File: src/hw/rtl/lfs_pkg.sv
// ----------------------------------------------------------------------------
// lfs_pkg
// Shared widths, constants, register indexes and types of the line-follow
// PD steering block.
// ----------------------------------------------------------------------------
package lfs_pkg;

  // Sensor array and debounce
  localparam int NUM_SENSORS    = 8;
  localparam int CURVE_DEBOUNCE = 2;

  // Field widths
  localparam int SPEED_W = 10;
  localparam int DZ_W    = 3;
  localparam int CT_W    = 4;
  localparam int GAIN_W  = 16;
  localparam int GYRO_W  = 16;
  localparam int ERR_W   = 4;
  localparam int QUO_W   = ERR_W - 1;
  localparam int ERR_MAX = (1 << QUO_W) - 1;

  // Centroid divider
  localparam int CNT_W = $clog2(NUM_SENSORS + 1);
  localparam int WS_W  = $clog2(NUM_SENSORS * NUM_SENSORS) + 1;
  localparam int DV_W  = (WS_W > CNT_W + QUO_W) ? WS_W : CNT_W + QUO_W;
  localparam int K_W   = (QUO_W > 1) ? $clog2(QUO_W) : 1;

  // Curve counter
  localparam int CURVE_W   = 8;
  localparam int CURVE_MAX = (1 << CURVE_W) - 1;

  // Correction arithmetic: floor(N / 1792) = floor(floor(N / 256) / 7)
  localparam int OP_W    = 19;
  localparam int MUL_W   = 2 * OP_W;
  localparam int FRAC_SH = 8;
  localparam int Q_LIM   = 16384;
  localparam int C_OFS   = 2341;
  localparam int U_OFS   = 7 * C_OFS;
  localparam int U_W     = 16;
  localparam int DIV7_SH = 19;
  localparam int DIV7_M  = ((1 << DIV7_SH) + 6) / 7;
  localparam int QD_W    = 14;
  localparam int WHEEL_W = 15;

  // Configuration port
  localparam int CFG_IDX_W  = 4;
  localparam int CFG_DATA_W = 16;

  localparam logic [CFG_IDX_W-1:0] REG_STRAIGHT_SPEED  = 4'd0;
  localparam logic [CFG_IDX_W-1:0] REG_CURVE_SPEED     = 4'd1;
  localparam logic [CFG_IDX_W-1:0] REG_SPEED_MAX       = 4'd2;
  localparam logic [CFG_IDX_W-1:0] REG_DEADZONE        = 4'd3;
  localparam logic [CFG_IDX_W-1:0] REG_CURVE_THRESHOLD = 4'd4;
  localparam logic [CFG_IDX_W-1:0] REG_KP_GAIN         = 4'd5;
  localparam logic [CFG_IDX_W-1:0] REG_KD_GAIN         = 4'd6;
  localparam logic [CFG_IDX_W-1:0] REG_KGYRO_GAIN      = 4'd7;

  localparam logic [SPEED_W-1:0] RST_STRAIGHT_SPEED  = 10'd200;
  localparam logic [SPEED_W-1:0] RST_CURVE_SPEED     = 10'd150;
  localparam logic [SPEED_W-1:0] RST_SPEED_MAX       = 10'd400;
  localparam logic [DZ_W-1:0]    RST_DEADZONE        = 3'd1;
  localparam logic [CT_W-1:0]    RST_CURVE_THRESHOLD = 4'd5;
  localparam logic [GAIN_W-1:0]  RST_KP_GAIN         = 16'd2560;
  localparam logic [GAIN_W-1:0]  RST_KD_GAIN         = 16'd1280;
  localparam logic [GAIN_W-1:0]  RST_KGYRO_GAIN      = 16'd64;

  typedef struct packed {
    logic [SPEED_W-1:0] straight_speed;
    logic [SPEED_W-1:0] curve_speed;
    logic [SPEED_W-1:0] speed_max;
    logic [DZ_W-1:0]    deadzone;
    logic [CT_W-1:0]    curve_threshold;
    logic [GAIN_W-1:0]  kp_gain;
    logic [GAIN_W-1:0]  kd_gain;
    logic [GAIN_W-1:0]  kgyro_gain;
  } cfg_t;

  // Operand selection of the shared multiplier
  typedef enum logic [1:0] {
    OP_P,
    OP_D,
    OP_G,
    OP_R
  } mul_op_e;

  typedef struct packed {
    logic           load;
    logic           div_en;
    logic [K_W-1:0] div_k;
    logic           decide;
    logic           mul_en;
    mul_op_e        mul_sel;
    logic           acc_load;
    logic           acc_add;
    logic           prev_upd;
    logic           sat_en;
    logic           finish;
  } dp_cmd_t;

  typedef struct packed {
    logic steer;
  } dp_status_t;

endpackage

File: src/hw/rtl/lfs_in_if.sv
// ----------------------------------------------------------------------------
// lfs_in_if
// Request channel carrying one tick of sensor bits, gyro rate and PD clear.
// ----------------------------------------------------------------------------
interface lfs_in_if;
  logic                                valid;
  logic                                ready;
  logic [lfs_pkg::NUM_SENSORS-1:0]     sensor_bits;
  logic signed [lfs_pkg::GYRO_W-1:0]   gyro_rate;
  logic                                clear_pd;

  modport source (output valid, sensor_bits, gyro_rate, clear_pd, input ready);
  modport sink   (input valid, sensor_bits, gyro_rate, clear_pd, output ready);
endinterface

File: src/hw/rtl/lfs_out_if.sv
// ----------------------------------------------------------------------------
// lfs_out_if
// Result channel carrying the wheel targets, line error and curve flag.
// ----------------------------------------------------------------------------
interface lfs_out_if;
  logic                              valid;
  logic                              ready;
  logic [lfs_pkg::SPEED_W-1:0]       left_target;
  logic [lfs_pkg::SPEED_W-1:0]       right_target;
  logic signed [lfs_pkg::ERR_W-1:0]  line_error;
  logic                              curve_active;

  modport source (output valid, left_target, right_target, line_error, curve_active,
                  input ready);
  modport sink   (input valid, left_target, right_target, line_error, curve_active,
                  output ready);
endinterface

File: src/hw/rtl/lfs_cfg_if.sv
// ----------------------------------------------------------------------------
// lfs_cfg_if
// Register write channel: register index and write data.
// ----------------------------------------------------------------------------
interface lfs_cfg_if;
  logic                               valid;
  logic                               ready;
  logic [lfs_pkg::CFG_IDX_W-1:0]      index;
  logic [lfs_pkg::CFG_DATA_W-1:0]     data;

  modport source (output valid, index, data, input ready);
  modport sink   (input valid, index, data, output ready);
endinterface

File: src/hw/rtl/lfs_cfg_regs.sv
// ----------------------------------------------------------------------------
// lfs_cfg_regs
// Configuration register file; writes to unknown indexes are dropped.
// ----------------------------------------------------------------------------
module lfs_cfg_regs (
  input  logic          clk_i,
  input  logic          rst_ni,
  lfs_cfg_if.sink       cfg_i,
  output lfs_pkg::cfg_t cfg_o
);

  lfs_pkg::cfg_t cfg_d, cfg_q;

  assign cfg_i.ready = 1'b1;
  assign cfg_o       = cfg_q;

  always_comb begin
    cfg_d = cfg_q;
    if (cfg_i.valid) begin
      unique case (cfg_i.index)
        lfs_pkg::REG_STRAIGHT_SPEED:  cfg_d.straight_speed  = cfg_i.data[lfs_pkg::SPEED_W-1:0];
        lfs_pkg::REG_CURVE_SPEED:     cfg_d.curve_speed     = cfg_i.data[lfs_pkg::SPEED_W-1:0];
        lfs_pkg::REG_SPEED_MAX:       cfg_d.speed_max       = cfg_i.data[lfs_pkg::SPEED_W-1:0];
        lfs_pkg::REG_DEADZONE:        cfg_d.deadzone        = cfg_i.data[lfs_pkg::DZ_W-1:0];
        lfs_pkg::REG_CURVE_THRESHOLD: cfg_d.curve_threshold = cfg_i.data[lfs_pkg::CT_W-1:0];
        lfs_pkg::REG_KP_GAIN:         cfg_d.kp_gain         = cfg_i.data[lfs_pkg::GAIN_W-1:0];
        lfs_pkg::REG_KD_GAIN:         cfg_d.kd_gain         = cfg_i.data[lfs_pkg::GAIN_W-1:0];
        lfs_pkg::REG_KGYRO_GAIN:      cfg_d.kgyro_gain      = cfg_i.data[lfs_pkg::GAIN_W-1:0];
        default: ;
      endcase
    end
  end

  always_ff @(posedge clk_i or negedge rst_ni) begin
    if (!rst_ni) begin
      cfg_q.straight_speed  <= lfs_pkg::RST_STRAIGHT_SPEED;
      cfg_q.curve_speed     <= lfs_pkg::RST_CURVE_SPEED;
      cfg_q.speed_max       <= lfs_pkg::RST_SPEED_MAX;
      cfg_q.deadzone        <= lfs_pkg::RST_DEADZONE;
      cfg_q.curve_threshold <= lfs_pkg::RST_CURVE_THRESHOLD;
      cfg_q.kp_gain         <= lfs_pkg::RST_KP_GAIN;
      cfg_q.kd_gain         <= lfs_pkg::RST_KD_GAIN;
      cfg_q.kgyro_gain      <= lfs_pkg::RST_KGYRO_GAIN;
    end else begin
      cfg_q <= cfg_d;
    end
  end

endmodule

File: src/hw/rtl/lfs_ctrl.sv
// ----------------------------------------------------------------------------
// lfs_ctrl
// Sequencer: centroid division steps, multiply-accumulate steps, result
// hand-off into the output register.
// ----------------------------------------------------------------------------
module lfs_ctrl (
  input  logic                clk_i,
  input  logic                rst_ni,
  input  logic                in_valid_i,
  output logic                in_ready_o,
  input  logic                out_ready_i,
  output logic                out_valid_o,
  input  lfs_pkg::dp_status_t status_i,
  output lfs_pkg::dp_cmd_t    cmd_o
);

  localparam logic [3:0] S_IDLE = 4'd0;
  localparam logic [3:0] S_DIV  = 4'd1;
  localparam logic [3:0] S_DEC  = 4'd2;
  localparam logic [3:0] S_MP   = 4'd3;
  localparam logic [3:0] S_MD   = 4'd4;
  localparam logic [3:0] S_MG   = 4'd5;
  localparam logic [3:0] S_MA   = 4'd6;
  localparam logic [3:0] S_SAT  = 4'd7;
  localparam logic [3:0] S_RC   = 4'd8;
  localparam logic [3:0] S_WH   = 4'd9;

  logic [3:0]              state_d, state_q;
  logic [lfs_pkg::K_W-1:0] k_d, k_q;
  logic                    out_valid_d, out_valid_q;

  assign in_ready_o  = (state_q == S_IDLE);
  assign out_valid_o = out_valid_q;

  always_comb begin
    state_d = state_q;
    k_d     = k_q;
    cmd_o   = '0;
    unique case (state_q)
      S_IDLE: begin
        if (in_valid_i) begin
          cmd_o.load = 1'b1;
          k_d        = lfs_pkg::K_W'(lfs_pkg::QUO_W - 1);
          state_d    = S_DIV;
        end
      end
      S_DIV: begin
        cmd_o.div_en = 1'b1;
        cmd_o.div_k  = k_q;
        if (k_q == '0) begin
          state_d = S_DEC;
        end else begin
          k_d = k_q - 1'b1;
        end
      end
      S_DEC: begin
        cmd_o.decide = 1'b1;
        state_d      = status_i.steer ? S_MP : S_WH;
      end
      S_MP: begin
        cmd_o.mul_en  = 1'b1;
        cmd_o.mul_sel = lfs_pkg::OP_P;
        state_d       = S_MD;
      end
      S_MD: begin
        cmd_o.mul_en   = 1'b1;
        cmd_o.mul_sel  = lfs_pkg::OP_D;
        cmd_o.acc_load = 1'b1;
        cmd_o.prev_upd = 1'b1;
        state_d        = S_MG;
      end
      S_MG: begin
        cmd_o.mul_en  = 1'b1;
        cmd_o.mul_sel = lfs_pkg::OP_G;
        cmd_o.acc_add = 1'b1;
        state_d       = S_MA;
      end
      S_MA: begin
        cmd_o.acc_add = 1'b1;
        state_d       = S_SAT;
      end
      S_SAT: begin
        cmd_o.sat_en = 1'b1;
        state_d      = S_RC;
      end
      S_RC: begin
        cmd_o.mul_en  = 1'b1;
        cmd_o.mul_sel = lfs_pkg::OP_R;
        state_d       = S_WH;
      end
      S_WH: begin
        // hold until the output register is free or being drained
        if (!out_valid_q || out_ready_i) begin
          cmd_o.finish = 1'b1;
          state_d      = S_IDLE;
        end
      end
      default: state_d = S_IDLE;
    endcase
  end

  always_comb begin
    out_valid_d = out_valid_q;
    if (cmd_o.finish) begin
      out_valid_d = 1'b1;
    end else if (out_ready_i) begin
      out_valid_d = 1'b0;
    end
  end

  always_ff @(posedge clk_i or negedge rst_ni) begin
    if (!rst_ni) begin
      state_q     <= S_IDLE;
      k_q         <= '0;
      out_valid_q <= 1'b0;
    end else begin
      state_q     <= state_d;
      k_q         <= k_d;
      out_valid_q <= out_valid_d;
    end
  end

endmodule

File: src/hw/rtl/lfs_dp.sv
// ----------------------------------------------------------------------------
// lfs_dp
// Datapath: weighted sum, restoring divider, PD state, shared multiplier with
// accumulator, floor scaling and wheel clamping, result register.
// ----------------------------------------------------------------------------
module lfs_dp (
  input  logic                                clk_i,
  input  logic                                rst_ni,
  input  lfs_pkg::cfg_t                       cfg_i,
  input  lfs_pkg::dp_cmd_t                    cmd_i,
  input  logic [lfs_pkg::NUM_SENSORS-1:0]     sensor_bits_i,
  input  logic signed [lfs_pkg::GYRO_W-1:0]   gyro_rate_i,
  input  logic                                clear_pd_i,
  output lfs_pkg::dp_status_t                 status_o,
  output logic [lfs_pkg::SPEED_W-1:0]         left_target_o,
  output logic [lfs_pkg::SPEED_W-1:0]         right_target_o,
  output logic signed [lfs_pkg::ERR_W-1:0]    line_error_o,
  output logic                                curve_active_o
);

  // captured item and divider state
  logic [lfs_pkg::NUM_SENSORS-1:0]   bits_q;
  logic signed [lfs_pkg::GYRO_W-1:0] gyro_q;
  logic [lfs_pkg::CNT_W-1:0]         cnt_q;
  logic [lfs_pkg::DV_W-1:0]          rem_q;
  logic [lfs_pkg::QUO_W-1:0]         quo_q;
  logic                              neg_q, sat_q, lost_q;

  // PD and curve state
  logic signed [lfs_pkg::ERR_W-1:0]  prev_q, err_q;
  logic [lfs_pkg::CURVE_W-1:0]       cc_q;
  logic                              steer_q, curve_q;

  // arithmetic
  logic signed [lfs_pkg::MUL_W-1:0]  mul_q, acc_q;
  logic [lfs_pkg::U_W-1:0]           u_q;

  // result register
  logic [lfs_pkg::SPEED_W-1:0]       left_q, right_q;
  logic signed [lfs_pkg::ERR_W-1:0]  res_err_q;
  logic                              res_curve_q;

  // weighted sum and count of the incoming sensor word
  logic signed [lfs_pkg::WS_W-1:0]   wsum, wabs;
  logic [lfs_pkg::CNT_W-1:0]         cnt;
  logic [lfs_pkg::DV_W-1:0]          mag, cnt_ext;

  always_comb begin
    wsum = '0;
    cnt  = '0;
    for (int i = 0; i < lfs_pkg::NUM_SENSORS; i++) begin
      if (sensor_bits_i[i]) begin
        wsum = wsum + lfs_pkg::WS_W'(2 * i - (lfs_pkg::NUM_SENSORS - 1));
        cnt  = cnt + lfs_pkg::CNT_W'(1);
      end
    end
    wabs    = wsum[lfs_pkg::WS_W-1] ? -wsum : wsum;
    mag     = lfs_pkg::DV_W'($unsigned(wabs));
    cnt_ext = lfs_pkg::DV_W'(cnt);
  end

  // one quotient bit per step
  logic [lfs_pkg::DV_W-1:0] div_sub;
  logic                     div_ge;

  always_comb begin
    div_sub = lfs_pkg::DV_W'(cnt_q) << cmd_i.div_k;
    div_ge  = rem_q >= div_sub;
  end

  // error, deadzone and curve decision
  logic [lfs_pkg::QUO_W-1:0]        err_mag, aerr;
  logic signed [lfs_pkg::ERR_W-1:0] err_dec;
  logic                             in_dz, steer, curve_hit;
  logic [lfs_pkg::CURVE_W-1:0]      cc_next;

  always_comb begin
    err_mag = sat_q ? lfs_pkg::QUO_W'(lfs_pkg::ERR_MAX) : quo_q;
    aerr    = lost_q ? '0 : err_mag;
    err_dec = neg_q ? -$signed({1'b0, aerr}) : $signed({1'b0, aerr});
    in_dz   = {1'b0, aerr} <= {1'b0, cfg_i.deadzone};
    steer   = !lost_q && !in_dz;
    curve_hit = bits_q[0] || bits_q[lfs_pkg::NUM_SENSORS-1] ||
                (lfs_pkg::CT_W'(aerr) >= cfg_i.curve_threshold);
    if (!curve_hit) begin
      cc_next = '0;
    end else if (cc_q == lfs_pkg::CURVE_W'(lfs_pkg::CURVE_MAX)) begin
      cc_next = cc_q;
    end else begin
      cc_next = cc_q + 1'b1;
    end
  end

  assign status_o.steer = steer;

  // multiplier operands
  logic [lfs_pkg::QUO_W-1:0]         eabs;
  logic [2*lfs_pkg::QUO_W-1:0]       esq;
  logic signed [lfs_pkg::OP_W-1:0]   sq_x, d_x, g_x, op_a, op_b;
  logic signed [lfs_pkg::ERR_W:0]    d;

  always_comb begin
    eabs = err_q[lfs_pkg::ERR_W-1] ? lfs_pkg::QUO_W'(-err_q) : err_q[lfs_pkg::QUO_W-1:0];
    esq  = eabs * eabs;
    sq_x = lfs_pkg::OP_W'(esq);
    d    = (lfs_pkg::ERR_W + 1)'(err_q) - (lfs_pkg::ERR_W + 1)'(prev_q);
    d_x  = lfs_pkg::OP_W'(d);
    g_x  = lfs_pkg::OP_W'(gyro_q);
    unique case (cmd_i.mul_sel)
      lfs_pkg::OP_P: begin
        op_a = lfs_pkg::OP_W'(cfg_i.kp_gain);
        op_b = err_q[lfs_pkg::ERR_W-1] ? -sq_x : sq_x;
      end
      lfs_pkg::OP_D: begin
        op_a = lfs_pkg::OP_W'(cfg_i.kd_gain);
        op_b = (d_x <<< 3) - d_x;
      end
      lfs_pkg::OP_G: begin
        op_a = lfs_pkg::OP_W'(cfg_i.kgyro_gain);
        op_b = g_x - (g_x <<< 3);
      end
      lfs_pkg::OP_R: begin
        op_a = lfs_pkg::OP_W'(lfs_pkg::DIV7_M);
        op_b = lfs_pkg::OP_W'(u_q);
      end
    endcase
  end

  // floor by 256, limit, offset so that the divide by 7 runs on a positive value
  logic signed [lfs_pkg::MUL_W-1:0] q_sh;
  logic signed [lfs_pkg::U_W-1:0]   q_lim;
  logic signed [lfs_pkg::U_W:0]     u_s;

  always_comb begin
    q_sh = acc_q >>> lfs_pkg::FRAC_SH;
    if (q_sh > lfs_pkg::MUL_W'(lfs_pkg::Q_LIM - 1)) begin
      q_lim = lfs_pkg::U_W'(lfs_pkg::Q_LIM - 1);
    end else if (q_sh < -lfs_pkg::MUL_W'(lfs_pkg::Q_LIM)) begin
      q_lim = -lfs_pkg::U_W'(lfs_pkg::Q_LIM);
    end else begin
      q_lim = q_sh[lfs_pkg::U_W-1:0];
    end
    u_s = (lfs_pkg::U_W + 1)'(q_lim) + (lfs_pkg::U_W + 1)'(lfs_pkg::U_OFS);
  end

  // correction and clamped wheel targets
  logic [lfs_pkg::QD_W-1:0]            qd;
  logic signed [lfs_pkg::WHEEL_W-1:0]  corr, base_x, max_x, lt, rt;
  logic [lfs_pkg::SPEED_W-1:0]         base, lt_c, rt_c;

  always_comb begin
    qd     = mul_q[lfs_pkg::DIV7_SH +: lfs_pkg::QD_W];
    corr   = $signed(lfs_pkg::WHEEL_W'(qd)) - lfs_pkg::WHEEL_W'(lfs_pkg::C_OFS);
    base   = curve_q ? cfg_i.curve_speed : cfg_i.straight_speed;
    base_x = $signed(lfs_pkg::WHEEL_W'(base));
    max_x  = $signed(lfs_pkg::WHEEL_W'(cfg_i.speed_max));
    lt     = base_x + corr;
    rt     = base_x - corr;
    if (lt < 0) begin
      lt_c = '0;
    end else if (lt > max_x) begin
      lt_c = cfg_i.speed_max;
    end else begin
      lt_c = lt[lfs_pkg::SPEED_W-1:0];
    end
    if (rt < 0) begin
      rt_c = '0;
    end else if (rt > max_x) begin
      rt_c = cfg_i.speed_max;
    end else begin
      rt_c = rt[lfs_pkg::SPEED_W-1:0];
    end
  end

  // PD and curve state
  always_ff @(posedge clk_i or negedge rst_ni) begin
    if (!rst_ni) begin
      prev_q <= '0;
      cc_q   <= '0;
    end else begin
      priority if (cmd_i.load && clear_pd_i) begin
        prev_q <= '0;
      end else if (cmd_i.decide && !lost_q && in_dz) begin
        prev_q <= '0;
      end else if (cmd_i.prev_upd) begin
        prev_q <= err_q;
      end
      if (cmd_i.decide && steer) begin
        cc_q <= cc_next;
      end
    end
  end

  // working registers
  always_ff @(posedge clk_i) begin
    if (cmd_i.load) begin
      bits_q <= sensor_bits_i;
      gyro_q <= gyro_rate_i;
      cnt_q  <= cnt;
      rem_q  <= mag;
      quo_q  <= '0;
      neg_q  <= wsum[lfs_pkg::WS_W-1];
      sat_q  <= mag >= (cnt_ext << lfs_pkg::QUO_W);
      lost_q <= (cnt == '0) || (cnt == lfs_pkg::CNT_W'(lfs_pkg::NUM_SENSORS));
    end
    if (cmd_i.div_en && div_ge) begin
      rem_q               <= rem_q - div_sub;
      quo_q[cmd_i.div_k]  <= 1'b1;
    end
    if (cmd_i.decide) begin
      err_q   <= err_dec;
      steer_q <= steer;
      curve_q <= steer && (cc_next >= lfs_pkg::CURVE_W'(lfs_pkg::CURVE_DEBOUNCE));
    end
    if (cmd_i.mul_en) begin
      mul_q <= op_a * op_b;
    end
    if (cmd_i.acc_load) begin
      acc_q <= mul_q;
    end else if (cmd_i.acc_add) begin
      acc_q <= acc_q + mul_q;
    end
    if (cmd_i.sat_en) begin
      u_q <= u_s[lfs_pkg::U_W-1:0];
    end
    if (cmd_i.finish) begin
      res_err_q   <= err_q;
      res_curve_q <= curve_q;
      left_q      <= steer_q ? lt_c : cfg_i.straight_speed;
      right_q     <= steer_q ? rt_c : cfg_i.straight_speed;
    end
  end

  assign left_target_o  = left_q;
  assign right_target_o = right_q;
  assign line_error_o   = res_err_q;
  assign curve_active_o = res_curve_q;

endmodule

File: src/hw/rtl/line_follow_pd_steering.sv
// ----------------------------------------------------------------------------
// line_follow_pd_steering
// Line follower steering: weighted centroid of the sensor bits, PD law with
// quadratic proportional term and gyro damping, debounced curve speed.
// ----------------------------------------------------------------------------
//
//   channel  dir  handshake      payload
//   in_i     in   valid/ready    sensor_bits, gyro_rate, clear_pd
//   out_o    out  valid/ready    left_target, right_target, line_error,
//                                curve_active
//   cfg_i    in   valid/ready    index, data (ready always high)
//
// Sequence: one request at a time. A steered request runs 3 divider steps
// for the centroid, 4 steps on the single shared 19x19 multiplier and
// accumulator, limit and divide by 7 through the same multiplier, then the
// wheel clamp. Lost line, crossing and deadzone requests skip the
// multiplier.
// Reset: asynchronous, active low; restores register defaults and clears the
// PD error history and curve counter. No clearing pass.
// Stalls: a finished result sits in the output register while the next
// request is accepted and computed; only the final hand-off waits on out_o.
// ----------------------------------------------------------------------------
module line_follow_pd_steering (
  input  logic       clk_i,
  input  logic       rst_ni,
  lfs_in_if.sink     in_i,
  lfs_out_if.source  out_o,
  lfs_cfg_if.sink    cfg_i
);

  lfs_pkg::cfg_t       cfg;
  lfs_pkg::dp_cmd_t    cmd;
  lfs_pkg::dp_status_t status;

  // register file
  lfs_cfg_regs u_cfg (
    .clk_i  (clk_i),
    .rst_ni (rst_ni),
    .cfg_i  (cfg_i),
    .cfg_o  (cfg)
  );

  // sequencer: owns the input ready and the output valid
  lfs_ctrl u_ctrl (
    .clk_i       (clk_i),
    .rst_ni      (rst_ni),
    .in_valid_i  (in_i.valid),
    .in_ready_o  (in_i.ready),
    .out_ready_i (out_o.ready),
    .out_valid_o (out_o.valid),
    .status_i    (status),
    .cmd_o       (cmd)
  );

  // arithmetic and the result payload
  lfs_dp u_dp (
    .clk_i          (clk_i),
    .rst_ni         (rst_ni),
    .cfg_i          (cfg),
    .cmd_i          (cmd),
    .sensor_bits_i  (in_i.sensor_bits),
    .gyro_rate_i    (in_i.gyro_rate),
    .clear_pd_i     (in_i.clear_pd),
    .status_o       (status),
    .left_target_o  (out_o.left_target),
    .right_target_o (out_o.right_target),
    .line_error_o   (out_o.line_error),
    .curve_active_o (out_o.curve_active)
  );

  // a request is followed by busy cycles: never two accepts in a row
  a_no_back_to_back : assert property (@(posedge clk_i) disable iff (!rst_ni)
    (in_i.valid && in_i.ready) |=> !in_i.ready)
    else $error("request accepted while previous one still in work");

  // the saturated centroid never reaches the most negative code
  a_err_range : assert property (@(posedge clk_i) disable iff (!rst_ni)
    out_o.valid |-> (out_o.line_error >= -lfs_pkg::ERR_MAX))
    else $error("line error outside the centroid range");

  // curve speed only on a steered tick, and curve results obey the clamp
  a_curve_clamp : assert property (@(posedge clk_i) disable iff (!rst_ni)
    (out_o.valid && out_o.curve_active) |->
      (out_o.line_error != '0) &&
      (out_o.left_target <= cfg.speed_max) && (out_o.right_target <= cfg.speed_max))
    else $error("curve result with zero error or unclamped target");

endmodule
File: src/flat_wrapper.sv
// flat-port wrapper written by rule: the top's interface ports become plain ports
module line_follow_pd_steering_flat 
  (clk_i, rst_ni, in_i_valid, in_i_sensor_bits, in_i_gyro_rate, in_i_clear_pd, in_i_ready, out_o_valid, out_o_left_target, out_o_right_target, out_o_line_error, out_o_curve_active, out_o_ready, cfg_i_valid, cfg_i_index, cfg_i_data, cfg_i_ready);
  lfs_in_if in_i_i ();
  lfs_out_if out_o_i ();
  lfs_cfg_if cfg_i_i ();
  input  logic clk_i;
  input  logic rst_ni;
  input wire logic [$bits(in_i_i.valid)-1:0] in_i_valid;
  input wire logic [$bits(in_i_i.sensor_bits)-1:0] in_i_sensor_bits;
  input wire logic [$bits(in_i_i.gyro_rate)-1:0] in_i_gyro_rate;
  input wire logic [$bits(in_i_i.clear_pd)-1:0] in_i_clear_pd;
  output wire logic [$bits(in_i_i.ready)-1:0] in_i_ready;
  output wire logic [$bits(out_o_i.valid)-1:0] out_o_valid;
  output wire logic [$bits(out_o_i.left_target)-1:0] out_o_left_target;
  output wire logic [$bits(out_o_i.right_target)-1:0] out_o_right_target;
  output wire logic [$bits(out_o_i.line_error)-1:0] out_o_line_error;
  output wire logic [$bits(out_o_i.curve_active)-1:0] out_o_curve_active;
  input wire logic [$bits(out_o_i.ready)-1:0] out_o_ready;
  input wire logic [$bits(cfg_i_i.valid)-1:0] cfg_i_valid;
  input wire logic [$bits(cfg_i_i.index)-1:0] cfg_i_index;
  input wire logic [$bits(cfg_i_i.data)-1:0] cfg_i_data;
  output wire logic [$bits(cfg_i_i.ready)-1:0] cfg_i_ready;
  assign in_i_i.valid = in_i_valid;
  assign in_i_i.sensor_bits = in_i_sensor_bits;
  assign in_i_i.gyro_rate = in_i_gyro_rate;
  assign in_i_i.clear_pd = in_i_clear_pd;
  assign in_i_ready = in_i_i.ready;
  assign out_o_valid = out_o_i.valid;
  assign out_o_left_target = out_o_i.left_target;
  assign out_o_right_target = out_o_i.right_target;
  assign out_o_line_error = out_o_i.line_error;
  assign out_o_curve_active = out_o_i.curve_active;
  assign out_o_i.ready = out_o_ready;
  assign cfg_i_i.valid = cfg_i_valid;
  assign cfg_i_i.index = cfg_i_index;
  assign cfg_i_i.data = cfg_i_data;
  assign cfg_i_ready = cfg_i_i.ready;
  line_follow_pd_steering u_core (.clk_i(clk_i), .rst_ni(rst_ni), .in_i(in_i_i), .out_o(out_o_i), .cfg_i(cfg_i_i));
endmodule
File: config.mk
export PLATFORM = sky130hd
export DESIGN_NAME = line_follow_pd_steering_flat
export DESIGN_NICKNAME = d
export VERILOG_FILES = /design/src/hw/rtl/lfs_pkg.sv /design/src/hw/rtl/lfs_in_if.sv /design/src/hw/rtl/lfs_out_if.sv /design/src/hw/rtl/lfs_cfg_if.sv /design/src/hw/rtl/lfs_cfg_regs.sv /design/src/hw/rtl/lfs_ctrl.sv /design/src/hw/rtl/lfs_dp.sv /design/src/hw/rtl/line_follow_pd_steering.sv /design/src/flat_wrapper.sv
export SDC_FILE = /design/constraint.sdc
export NUM_CORES = 1
export LEC_CHECK = 0
export BUFFER_PORTS_ARGS = -buffer_cell sky130_fd_sc_hd__buf_2
export CAP_MARGIN = 20
export CORE_MARGIN = 2
export CORE_UTILIZATION = 45
export CTS_CLUSTER_SIZE = 40
export DETAILED_ROUTE_END_ITERATION = 6
export PLACE_DENSITY = 0.6
export SYNTH_ARGS = -nofsm -noshare
export SYNTH_HDL_FRONTEND = slang
export SYNTH_SLANG_ARGS = --single-unit
File: constraint.sdc
create_clock -name clk_i -period 9.6 [get_ports clk_i]
set_clock_uncertainty 0.05 [all_clocks]
set_input_delay 0.48 -clock clk_i [delete_from_list [all_inputs] [get_ports clk_i]]
set_output_delay 0.48 -clock clk_i [all_outputs]
set_load 0.05 [all_outputs]
# --- After elaboration in Yosys (flattened, before gate mapping) ---
# Index checks and enable logic that the tools add are counted.
word_totals:
  register_bits: 268
  latch_bits: 0
  ramBits: 0
  mem_bits_ro: 0
  in_bits: 50
  out_inout_bits: 28
  word_cells: 205
  memories: 0
classes:
  add_sub_neg: 29
  multipliers: 2
  div_mod_pow: 0
  magnitude_cmp: 13
  eq_ne: 25
  shifts: 1
  muxes: 66
  bitwise: 1
  reduce_logical: 36
ops:
  columns: ["operator", "count"]
  rows:
  - ["$pmux 19 s4", 2]
  - ["$mux 7", 11]
  - ["$mux 38", 2]
  - ["$mux 10", 7]
  - ["$mux 4", 14]
  - ["$pmux 4 s10", 1]
  - ["$add 38x38->38", 1]
  - ["$mul 19x19->38", 1]
  - ["$eq 4x3->1 const B", 8]
  - ["$mux 16", 2]
  - ["$gt 15x11->1", 2]
  - ["$gt 30x15->1 const B", 1]
  - ["$lt 15x1->1 const B", 2]
  - ["$lt 30x15->1 const B", 1]
  - ["$add 4x1->4 const B", 7]
  - ["$add 7x4->7 const B", 3]
  - ["$mux 3", 7]
  - ["$mux 19", 1]
  - ["$neg 6->19", 1]
  - ["$sub 16x19->19", 1]
  - ["$add 16x16->16 const B", 1]
  - ["$eq 4x2->1 const B", 4]
  - ["$mux 8", 2]
  - ["$reduce_and 2->1", 8]
  - ["43 further kinds", 83]

# --- Depth between registers and ports, before layout ---
depth:
  depth_word: 19
  ltp_mapped: 40
  mapped_depth_nobuf: 39

# --- Modules after synthesis ---
# Synthesis repeated with hierarchy kept, for this count alone.
unflattened:
  cells_unflattened: 3214
  hier_area_um2: 30155.2
by_module_without_submodules:
  columns: ["mod", "instances", "cells_per_inst", "area_per_inst_um2", "seq_area_each_um2"]
  rows:
  - ["lfs_dp", 1, 2962, 26347.8, 5014.8]
  - ["lfs_cfg_regs", 1, 189, 3273.1, 2149.6]
  - ["lfs_ctrl", 1, 63, 534.3, 175.2]

# --- Least setup slack after synthesis ---
# Ideal clock, no wire load.
synth_path:
  kind: "flip-flop to flip-flop"
  startpoint: "register u_core.u_dp.err_q[0] (netlist bit)"
  endpoint: "register u_core.u_dp.mul_q[34] (netlist bit), data pin"
  setup_time_ns: 0.258
  arrival_time_ns: 8.996
  required_time_ns: 9.292
  slack_ns: 0.296
  path_stages_with_launch: 37
  path_buffers: 3
  period_less_slack_ns: 9.304
  path_cell_list: "edfxtp_1 > clkbuf_1 > inv_1 > ha_1 > inv_1 > a21o_1 > a21o_1 > xnor2_1 > ha_1 > nand2_1 > a21oi_1 > o21ai_0 > maj3_1 > a21oi_1 > clkbuf_1 > a21o_1 > clkbuf_1 > nor2_1 > fa_1 > inv_1 > fa_1 > fa_1 > inv_1 > fa_1 > fa_1 > fa_1 > fa_1 > ha_1 > nand3_1 > or2_2 > or2_2 > o221a_2 > a21oi_1 > a31oi_1 > o21bai_1 > a21oi_1 > xnor2_1"
synth_between:
  elab_chain_cells: 7
  elab_cells_between_ends: 9
  classes_between: "4 x add/sub; 2 x mul; 3 x mux"
synth_lines:
  columns: ["element", "line", "rtl"]
  rows:
  - ["start: declaration", "lfs_dp.sv:30", "logic signed [lfs_pkg::ERR_W-1:0] prev_q, err_q;"]
  - ["start signal: assignment", "lfs_dp.sv:211", "err_q <= err_dec;"]
  - ["$neg 3->3", "lfs_dp.sv:103", "eabs = err_q[lfs_pkg::ERR_W-1] ? lfs_pkg::QUO_W'(-err_q) : err_q[lfs_pkg::QUO_W-1:0];"]
  - ["$mux 3", "lfs_dp.sv:103", null]
  - ["$mul 3x3->6", "lfs_dp.sv:104", "esq = eabs * eabs;"]
  - ["$neg 6->19", "lfs_dp.sv:112", "op_b = err_q[lfs_pkg::ERR_W-1] ? -sq_x : sq_x;"]
  - ["$mux 19", "lfs_dp.sv:112", null]
  - ["$pmux 19 s4 *", "lfs_dp.sv:109", "unique case (cmd_i.mul_sel)"]
  - ["$mul 19x19->38 *", "lfs_dp.sv:216", "mul_q <= op_a * op_b;"]
  - ["end signal: assignment", "lfs_dp.sv:216", null]
  - ["end: declaration", "lfs_dp.sv:35", "logic signed [lfs_pkg::MUL_W-1:0] mul_q, acc_q;"]
# Every way passes the cells marked *; elsewhere a longest branch is shown, timed or not.
# A chain may end at the register's enable or synchronous reset.

# --- Final worst setup path ---
layout_path:
  startpoint: "register u_core.u_dp.err_q[1] (netlist bit)"
  endpoint: "register u_core.u_dp.mul_q[37] (netlist bit), data pin"
# Same word-level chain as after synthesis.

==> out/metrics.cfg <==
[finish]
fillers = 6130
instances_no_fill = 4283
post-route-util_pct = 50.91
area_delta_synth_final_pct = 11.98
num_antenna_cells = 0
seqCellArea_um2 = 7341
drive_gt1_share_pct = 13.86
nets = 4008
final_cell_area_um2 = 33470
multi_input_area_um2 = 20720

[global_routing]
grt-ovfl-total = 0
antenna_found_initial = 2
grt_pass1_vias = 24470
track_usage_pct = 25.54
grt_max_degree = 58
grt_pass1_wl_mm = 135.5

[timing]
worstMarginPinSlew_ns = 1.155
relSlewSlack_pct = 22.48
slew_viol_final = 0
max_freq_ghz = 0.1076
min_period_ns = 9.295
finalSetupViolations = 0
hold_viol = 0
fin_crit_sh_pct = 96.82

[critical_path]
critPathMaxFanout = 7
worstSetupPathType = flop to flop
cp_common_cell = fa_1
cp_slowest_stage_delay_ns = 0.57
rrSetupSlack_ns = 0.30
cp-end-kind = flop
worstPathRequired_ns = 9.90
worstSetupStartpointType = flop
cpMaxStageDelayCell = fa_1
worst_ep_arrival_time_ns = 9.59

[detailed_routing]
ant_nets = 0
drc_errors = 0
vias = 24280
wl_met2_mm = 40.03
met1Wirelength_mm = 37.73
route.met3.wl_mm = 6.702
drt-initial-drc-count = 1917
routedWlPerCell_um = 20.46
routed_via_density = 5.669
postRouteWirelength_mm = 87.64
drtPass1Iterations = 6
route.top_layer_used = met5

[logic_synthesis]
yosysWarnings = 0
syn_avg_cell_area_um2 = 9.215
ys_types = 97
synthesis.instances = 3244
ys_ff_latch = 262
synthArstFlopShare_pct = 39.69
synthFlopType = edfxtp_1
synth_edf_count = 155
syn_area_um2 = 29890
synth-seq-area-share_pct = 24.55

[cts]
cts_tree = built
htreeDepth = 1
cts-root-buf = clkbuf_16
clockBufferDepth = 3
clock_sinks = 262
clk_latency_ns = 0.61
path_clk_slew_ns = 0.06
numCtsBuffers = 31

[floorplanning]
dieWidth_um = 261.7
ioPinCount = 78
rows = 94
start_util_pct = 45.47
core_um2 = 65750
die-area_um2 = 68510
die_h_um = 261.7

[placed_design]
dpl.hpwl_mm = 71.30
placed_cell_area_um2 = 32010
numPortBuffers = 76
placedCellCount = 4204
place_congestion = 0.9396

[hold_path]
hold_path_class = input pin to flop

[status]
status = finished clean

[flow_run]
maxCapViolCount = 0

## layer usage
layer | GRT usage (%) | vias up
met2 | 41.23 | 747
li1 | - | 11370
met4 | 8.854 | 2
met3 | 5.517 | 172
met5 | 0 | -
met1 | 33.95 | 11990
## timing repair
| action | in CTS | in global routing |
|---|---|---|
| hold buffers | 17 | 0 |
| setup buffers | 0 | 2 |
| endpoints found under the hold margin | 57 | 0 |
| endpoints found under the setup margin | 0 | 10 |
| resized for setup | 0 | 46 |
## cells in the final DEF (no fill, tap or decap), types with 37 or more instances in the layout
cell      count
a31oi_1      37
dfrtp_1      85
xor2_1       50
fa_1        261
buf_2        75
o21ai_0     140
nor2_1      232
buf_4       128
inv_1       432
a21oi_1     168
nor3_1       44
a21o_1       47
xnor2_1      99
nand2_1     334
nand2b_1     37
nand3_1      60
mux2_2      106
ha_1        301
edfxtp_1    155
## logic make-up after synthesis
group,Yosys count,synth area share (%)
buffers and inverters,546,6.915
other,2,0.02512
and+or+nand+nor,912,14.22
muxes,136,5.006
DFF,262,24.55
adders and majority gates,565,30.22
AOI/OAI and AO/OA,667,14.40
xor gates and xnor gates,154,4.659
## worst paths after layout
kind	startpoint	to	cells after the start
max	u_core.u_dp.err_q[1]	u_core.u_dp.mul_q[37]	35
min	cfg_i_data[11]	u_core.u_cfg.cfg_o[27]	2
max reg2reg	u_core.u_dp.err_q[1]	u_core.u_dp.mul_q[37]	35
min reg2reg	u_core.u_dp.quo_q[2]	u_core.u_dp.quo_q[2]	1
max in group asynchronous	rst_ni	u_core.u_cfg.cfg_o[13]	3
min in group asynchronous	rst_ni	u_core.u_cfg.cfg_o[70]	2
## layout make-up
| type | count | area share (%) |
|---|---|---|
| multi-input combinational | 2437 | 61.89 |
| sequential | 262 | 21.93 |
| inverter | 436 | 4.889 |
| timing repair buffer | 226 | 4.815 |
| tap | 864 | 3.230 |
| clock buffer | 50 | 2.961 |
| clock inverter | 8 | 0.2804 |
## state kept, by name, indices dropped and copies added (netlist names), 7 cells and up
register,cells
u_core.u_dp.rem_q,7
u_core.u_dp.u_q,16
u_core.u_dp.cc_q,8
u_core.u_dp.right_target_o,10
u_core.u_dp.acc_q,38
u_core.u_dp.mul_q,38
u_core.u_dp.gyro_q,16
u_core.u_dp.left_target_o,10
u_core.u_cfg.cfg_o,85
## critical path, delay by kind of cell, from the launching register on
family          cells  cell delay, ns
compound gates     12            2.34
xor+xnor            2            0.25
fa+ha+maj          11            4.45
buf+inv             5            0.50
flops               1            0.44
simple gates        5            1.00
## through the flow
| step | hold slack [ns] | worst slack [ns] | TNS (ns) |
|---|---|---|---|
| 3_5_place_dp | 0.4282 | 0.04132 | 0 |
| 2_1_floorplan | 0.1344 | 0.2957 | 0 |
| 6_report | 0.07907 | 0.3049 | 0 |
| 5_1_grt | 0.06729 | -0.07850 | -0.1728 |
| 3_3_place_gp | 0.4291 | 0.02456 | 0 |
| 4_1_cts | 0.04065 | 0.01873 | 0 |
## Yosys cell counts, drive strengths merged (14+ instances only)
| cell type | instances | area share [%] |
|---|---|---|
| and3 | 30 | 0.63 |
| or2 | 14 | 0.29 |
| nand4 | 17 | 0.36 |
| edfxtp | 155 | 16 |
| mux2i | 28 | 0.94 |
| mux2 | 108 | 4.1 |
| a21o | 48 | 1.2 |
| nand3b | 17 | 0.43 |
| nand3 | 60 | 1.0 |
| nor4 | 17 | 0.38 |
| nor2 | 235 | 3.0 |
| o21bai | 25 | 0.63 |
| dfrtp | 86 | 7.2 |
| a211oi | 17 | 0.46 |
| xnor2 | 100 | 3.0 |
| dfstp | 18 | 1.6 |
| fa | 262 | 18 |
| a21oi | 179 | 3.0 |
| nor3 | 48 | 0.82 |
| inv | 435 | 5.5 |
| nand2 | 336 | 4.2 |
| o21a | 35 | 0.88 |
| nand2b | 37 | 0.77 |
| xor2 | 52 | 1.5 |
| clkbuf | 97 | 1.2 |
| nor2b | 28 | 0.59 |
| o21ai | 157 | 2.6 |
| and2 | 33 | 0.70 |
| a21boi | 18 | 0.45 |
| o211ai | 20 | 0.50 |
| o31ai | 18 | 0.47 |
| a31oi | 40 | 0.84 |
| ha | 302 | 13 |
Power is not shown: default switching activity piles up to over one toggle a cycle in this logic, so the estimate is an artifact.
